File: config.mk
export PLATFORM = sky130hd
export DESIGN_NAME = pcpc_back
export DESIGN_NICKNAME = d
export VERILOG_FILES = /design/src/hdl/pcpc_pkg.sv /design/src/hdl/pcpc_back.sv
export VERILOG_INCLUDE_DIRS = /design/src /design/src/hdl
export SDC_FILE = /design/constraint.sdc
export NUM_CORES = 1
export LEC_CHECK = 0
export ABC_AREA = 1
export BUFFER_PORTS_ARGS = -buffer_cell sky130_fd_sc_hd__buf_4
export CAP_MARGIN = 20
export CORE_MARGIN = 1
export CORE_UTILIZATION = 53
export DETAILED_ROUTE_END_ITERATION = 16
export HOLD_SLACK_MARGIN = 0.12
export PLACE_DENSITY = 0.75
export SLEW_MARGIN = 20
export SYNTH_ARGS = -nofsm -noshare
export SYNTH_HDL_FRONTEND = slang
export SYNTH_SLANG_ARGS = --single-unit
File: constraint.sdc
create_clock -name clk -period 5.65 [get_ports clk]
set_input_delay 1.13 -clock clk [delete_from_list [all_inputs] [get_ports clk]]
set_output_delay 1.13 -clock clk [all_outputs]
set_load 0.005 [all_outputs]
File: src/hdl/page_counter_pattern_checker_macros.svh
// Assertion macros for the page counter pattern checker.
// Used by the queue and back-end modules; expects clk and rst in scope.
`ifndef PAGE_COUNTER_PATTERN_CHECKER_MACROS_SVH
`define PAGE_COUNTER_PATTERN_CHECKER_MACROS_SVH

`ifndef SYNTH
`define PCPC_ASSERT(name, prop) \
  name: assert property (@(posedge clk) disable iff (rst) prop) \
    else $error("pcpc assertion failed");
`define PCPC_ASSERT_IMPL(name, ante, cons) \
  `PCPC_ASSERT(name, (ante) |-> (cons))
`else
`define PCPC_ASSERT(name, prop)
`define PCPC_ASSERT_IMPL(name, ante, cons)
`endif

`endif

File: src/hdl/pcpc_pkg.sv
// Shared types and constants of the page counter pattern checker.
// No dependencies.
`default_nettype none

package pcpc_pkg;

  localparam int PAGE_WORDS   = 2048;
  localparam int CHECK_STRIDE = 8;
  localparam int PATTERN_DIV  = 8;
  localparam int PATTERN_SHIFT = $clog2(PATTERN_DIV);

  localparam int WORD_W    = 32;
  localparam int ERR_IDX_W = 11;
  localparam int POS_W     = $clog2(PAGE_WORDS);
  localparam int STRIDE_W  = (CHECK_STRIDE > 1) ? $clog2(CHECK_STRIDE) : 1;

  localparam int QUEUE_DEPTH = 4;
  localparam int PTR_W       = $clog2(QUEUE_DEPTH);
  localparam int CNT_W       = $clog2(QUEUE_DEPTH + 1);

  localparam logic [WORD_W-1:0] BASE_STEP = WORD_W'(PAGE_WORDS / PATTERN_DIV);
  localparam logic [WORD_W-1:0] BASE_RESET = '1;

  localparam int ADDR_W = 3;
  localparam logic REG_CHECK_ENABLE  = 1'b0;
  localparam logic REG_RESYNC_ENABLE = 1'b1;

  typedef logic [WORD_W-1:0] word_t;
  typedef logic [POS_W-1:0]  pos_t;

  // One classified word on its way from front to back.
  typedef struct packed {
    word_t data;
    pos_t  pos;
    logic  first;
    logic  last;
    logic  check;
  } entry_t;

  typedef struct packed {
    logic full;
    logic empty;
  } q_status_t;

  typedef struct packed {
    logic check_enable;
    logic resync_enable;
  } cfg_t;

endpackage

`default_nettype wire

File: src/hdl/pcpc_back.sv
// Back end: compares check slots against the pattern, keeps page state,
// and holds the page verdict in an output register. Depends on pcpc_pkg.
`default_nettype none
`include "page_counter_pattern_checker_macros.svh"

module pcpc_back (
  input  wire logic                clk,
  input  wire logic                rst,
  input  wire pcpc_pkg::cfg_t      cfg,
  input  wire pcpc_pkg::entry_t    head,
  input  wire pcpc_pkg::q_status_t q_status,
  output logic                     pop,
  output logic                     out_valid,
  input  wire logic                out_stall,
  output logic [31:0]              page_number,
  output logic                     page_checked,
  output logic                     page_error,
  output logic [10:0]              error_word_index,
  output logic [31:0]              expected_value,
  output logic [31:0]              actual_value,
  output logic [31:0]              error_total
);
  import pcpc_pkg::*;

  word_t                pattern_base;
  logic                 base_primed;
  word_t                first_word_of_page;
  logic                 page_check;
  logic                 page_failed;
  logic [ERR_IDX_W-1:0] fail_index;
  word_t                fail_expected;
  word_t                fail_actual;
  word_t                pages_done;
  word_t                failures_total;

  logic                 chk;
  logic                 prime;
  word_t                base_eff;
  word_t                expect_val;
  logic                 mismatch;
  logic                 failed_now;
  logic [ERR_IDX_W-1:0] idx_now;
  word_t                exp_now;
  word_t                act_now;
  word_t                total_next;
  word_t                base_next;

  // a verdict can only leave when the output register is free
  assign pop = !q_status.empty && (!head.last || !out_valid || !out_stall);

  always_comb begin
    chk        = head.first ? cfg.check_enable : page_check;
    prime      = head.first && cfg.check_enable && !base_primed;
    base_eff   = prime ? head.data : pattern_base;
    expect_val = base_eff + WORD_W'(head.pos >> PATTERN_SHIFT);
    mismatch   = chk && !page_failed && head.check && (head.data != expect_val);
    failed_now = page_failed || mismatch;
    idx_now    = mismatch ? ERR_IDX_W'(head.pos) : fail_index;
    exp_now    = mismatch ? expect_val : fail_expected;
    act_now    = mismatch ? head.data : fail_actual;
    total_next = (failed_now && (failures_total != '1)) ? failures_total + 1'b1
                                                        : failures_total;
    base_next  = ((failed_now && cfg.resync_enable) ? first_word_of_page : base_eff)
                 + BASE_STEP;
  end

  always_ff @(posedge clk) begin
    if (pop && head.first) begin
      first_word_of_page <= head.data;
    end
    if (pop && head.last) begin
      page_number      <= pages_done;
      page_checked     <= chk;
      page_error       <= failed_now;
      error_word_index <= idx_now;
      expected_value   <= exp_now;
      actual_value     <= act_now;
      error_total      <= total_next;
    end
  end

  always_ff @(posedge clk) begin
    if (rst) begin
      pattern_base   <= BASE_RESET;
      base_primed    <= 1'b0;
      page_check     <= 1'b0;
      page_failed    <= 1'b0;
      fail_index     <= '0;
      fail_expected  <= '0;
      fail_actual    <= '0;
      pages_done     <= '0;
      failures_total <= '0;
      out_valid      <= 1'b0;
    end else begin
      if (pop) begin
        if (head.first) begin
          page_check <= cfg.check_enable;
        end
        if (prime) begin
          base_primed <= 1'b1;
        end
        if (head.last) begin
          pattern_base   <= base_next;
          failures_total <= total_next;
          pages_done     <= pages_done + 1'b1;
          page_failed    <= 1'b0;
          fail_index     <= '0;
          fail_expected  <= '0;
          fail_actual    <= '0;
        end else begin
          pattern_base  <= base_eff;
          page_failed   <= failed_now;
          fail_index    <= idx_now;
          fail_expected <= exp_now;
          fail_actual   <= act_now;
        end
      end
      if (pop && head.last) begin
        out_valid <= 1'b1;
      end else if (!out_stall) begin
        out_valid <= 1'b0;
      end
    end
  end

  `PCPC_ASSERT(a_total_mono, failures_total >= $past(failures_total))
  `PCPC_ASSERT_IMPL(a_unchecked_clean, out_valid && !page_checked, !page_error)
  `PCPC_ASSERT_IMPL(a_pass_zero, out_valid && !page_error, (error_word_index == '0) && (expected_value == '0) && (actual_value == '0))

endmodule

`default_nettype wire

==> results.py <==
metrics = {
    "routing": {
        "route.antenna.remaining_nets": 0,
        "dr.pass1.iters": 5,
        "vias_per_cell": 5.47,
        "drtIter0Drc": 1342,
        "wl_per_cell_um": 16.5,
        "drcViolationCount": 0,
        "via_count": 14943,
        "routed_wl_um": 45200,
    },
    "power_and_ir_drop": {
        "pwr-share-comb_pct": 14.6,
        "intPower_mw": 4.54,
        "total_leakage_power_nw": 8.42,
        "swShare_pct": 27.0,
        "power.switching_mw": 1.68,
        "ir_drop_v": 0.000224,
        "finalPower_mw": 6.21,
        "cellPowerDensity_nw_per_um2": 310,
        "p_seq_share_pct": 44.6,
        "clkPwrFrac_pct": 40.8,
    },
    "floorplanning": {
        "die_h_um": 181,
        "die_w_um": 181,
        "ios": 196,
        "core_area_um2": 31500,
        "die_area_um2": 32700,
        "rows": 65,
        "initial_utilization_pct": 53.8,
    },
    "cts": {
        "ctsRootBufferMaster": "clkbuf_16",
        "cts_tree": "built",
        "cts.repair.resized": 0,
        "cts_buffers": 37,
        "cts_setup_buffers": 0,
        "clock-sinks": 348,
        "cts_max_level": 2,
        "ctsHoldBuffers": 0,
        "clkTransAtPathRegs_ps": 60,
        "worstSkewPairLatency_ps": 530,
        "cts_buffer_depth": 3,
    },
    "finish": {
        "instances_no_fill": 2730,
        "drive_gt1_share_pct": 15.3,
        "fill_cells": 2629,
        "diodes": 0,
        "area_delta_synth_final_pct": 18.5,
        "layout.nets": 2365,
    },
    "place": {
        "gp_congestion": 0.934,
        "port_buffers": 194,
        "placedCellCount": 2663,
        "dpl.hpwl_um": 31600,
        "pre_cts_ws_ps": 27.2,
    },
    "timing": {
        "finalCritPeriodShare_pct": 91.1,
        "tightest_slew_ps": 1070,
        "finClkSkew_ps": 16.6,
        "relSlewSlack_pct": 28.3,
        "slew_viol_final": 0,
        "setup_viol": 0,
        "timing.fmax_mhz": 194,
        "min_period_ps": 5150,
        "hold_violations": 0,
        "whs_ps": 435,
        "layout_setup_ws_ps": 504,
        "rsz0062_at_grt": "false",
        "setup_tns_ps": 0,
    },
    "synth": {
        "synth.distinct_cells": 48,
        "syn-num-nets": 2188,
        "async_flop_share_pct": 0,
        "seq_area_frac_synth_pct": 51.3,
        "synth_edf_count": 173,
        "yosysMostFrequentCell": "nand2_1",
        "avgSynthCellArea_um2": 7.98,
        "yosys.area.top_type": "edfxtp_1",
        "synth.top_cell.area_share_pct": 30.7,
        "synth-main-ff-cell": "dfxtp_1",
        "ys_ff_latch": 348,
        "syn_inst": 2123,
        "ys_top_cells_by_count": "nand2_1 (745), dfxtp_1 (175), edfxtp_1 (173), inv_1 (172), nor2_1 (130)",
        "ys_warn_count": 0,
        "syn_area_um2": 16900,
        "synth_area_leaders": "edfxtp_1 (31%), dfxtp_1 (21%), nand2_1 (17%), inv_1 (3.8%), nand3_1 (3.8%)",
    },
    "critical_path": {
        "cp.arrival_ps": 5560,
        "cp-start-kind": "input port",
        "slowest_stage": "o21ai_0",
        "r2r-start": "base_primed",
        "crit_top_cell": "nand2_1",
        "crit_family": "simple AND/OR/NAND/NOR gates",
        "worst-path-buf-inv": 2,
        "end_kind": "register",
        "critical_path.startpoint": "head[2]",
        "slowest_delay_ps": 310,
        "critPathKind": "in2reg",
        "required_ps": 6060,
        "path_max_fanout": 24,
    },
    "hold_path": {
        "hp-start": "pages_done[6]",
        "hp-class": "reg2reg",
    },
    "run_status": {
        "outcome": "finished clean",
    },
    "grt": {
        "grt_pass1_vias": 13843,
        "grt.total_usage_pct": 27.2,
        "grt_antenna_before_repair": 0,
        "grt_pass1_wl_um": 71700,
        "grt_max_degree": 165,
        "grt-ovfl-total": 0,
    },
    "job": {
        "max-cap-violations": 0,
    },
}
## cells by family after synthesis
logic type,synth area share (%)
and+or+nand+nor,29.5
DFF,51.3
AOI/OAI and AO/OA,10.0
buffers and inverters,6.42
xor gates and xnor gates,1.81
adders and majority gates,0.931
## per-stage QoR
stage / utilization, % / instance area (um2)
3_5_place_dp: 59.7 / 18800
4_1_cts: 63.8 / 20100
5_1_grt: 63.8 / 20100
3_3_place_gp: 59.7 / 18800
6_report: 63.8 / 20100
2_1_floorplan: - / 16900
## power groups by stage
stage / Combinational, mW / Sequential, mW / Clock, mW
finish: 0.904 / 2.77 / 2.54
global route: 0.997 / 2.78 / 2.67
CTS: 0.891 / 2.77 / 2.57
detailed placement: 0.884 / 2.83 / 0
global placement: 0.874 / 2.82 / 0
floorplan: 0.569 / 2.83 / 0
## registers in the layout, summed over array words and instances (netlist names), 11 cells and up
| signal | flops |
|---|---|
| fail_index | 11 |
| failures_total | 32 |
| page_number | 32 |
| fail_actual | 32 |
| pages_done | 32 |
| error_word_index | 11 |
| fail_expected | 32 |
| pattern_base | 32 |
| actual_value | 32 |
| expected_value | 32 |
| error_total | 32 |
| first_word_of_page | 32 |
## routing by layer
layer	global-route usage, %	share of wire, %
met1	38.4	45
met2	43.4	45
met3	3.67	6.9
met4	8.51	2.6
met5	0	0
## final cells by class
class	instances	area [um2]	share of cell area, %
Tap cell	402	503	2.51
Clock buffer	46	1040	5.20
Sequential cell	348	8700	43.3
Multi-Input combinational cell	1513	7180	35.8
Timing Repair Buffer	221	1730	8.64
Inverter	179	677	3.37
Clock inverter	21	233	1.16
## path summary, 6_finish.rpt
kind                      endpoint  slack (ps)  cells after the start
setup / recovery  pattern_base[20]         500                     31
hold / removal      page_number[6]         430                      0
setup reg to reg  pattern_base[20]         780                     31
hold reg to reg     page_number[6]         430                      0
## placed cells by master, fill, tap and decap left out, types with 8 or more instances in the layout
master / netlist / routed
nand2_1: 745 / 745
buf_4: 3 / 215
dfxtp_1: 175 / 175
edfxtp_1: 173 / 173
inv_1: 172 / 171
nand3_1: 128 / 128
nor2_1: 130 / 127
o21ai_0: 123 / 123
a21oi_1: 114 / 114
clkbuf_16: 0 / 40
xor2_1: 33 / 33
nand4_1: 30 / 30
nand2_2: 30 / 30
nor3_1: 28 / 28
a221oi_1: 23 / 23
nor2_2: 19 / 21
nand3b_1: 17 / 17
o21ai_1: 14 / 13
nor4_1: 11 / 11
ha_1: 11 / 11
a31oi_1: 9 / 9
o21bai_1: 8 / 8
Note: power is estimated with default switching activity, not from simulation.
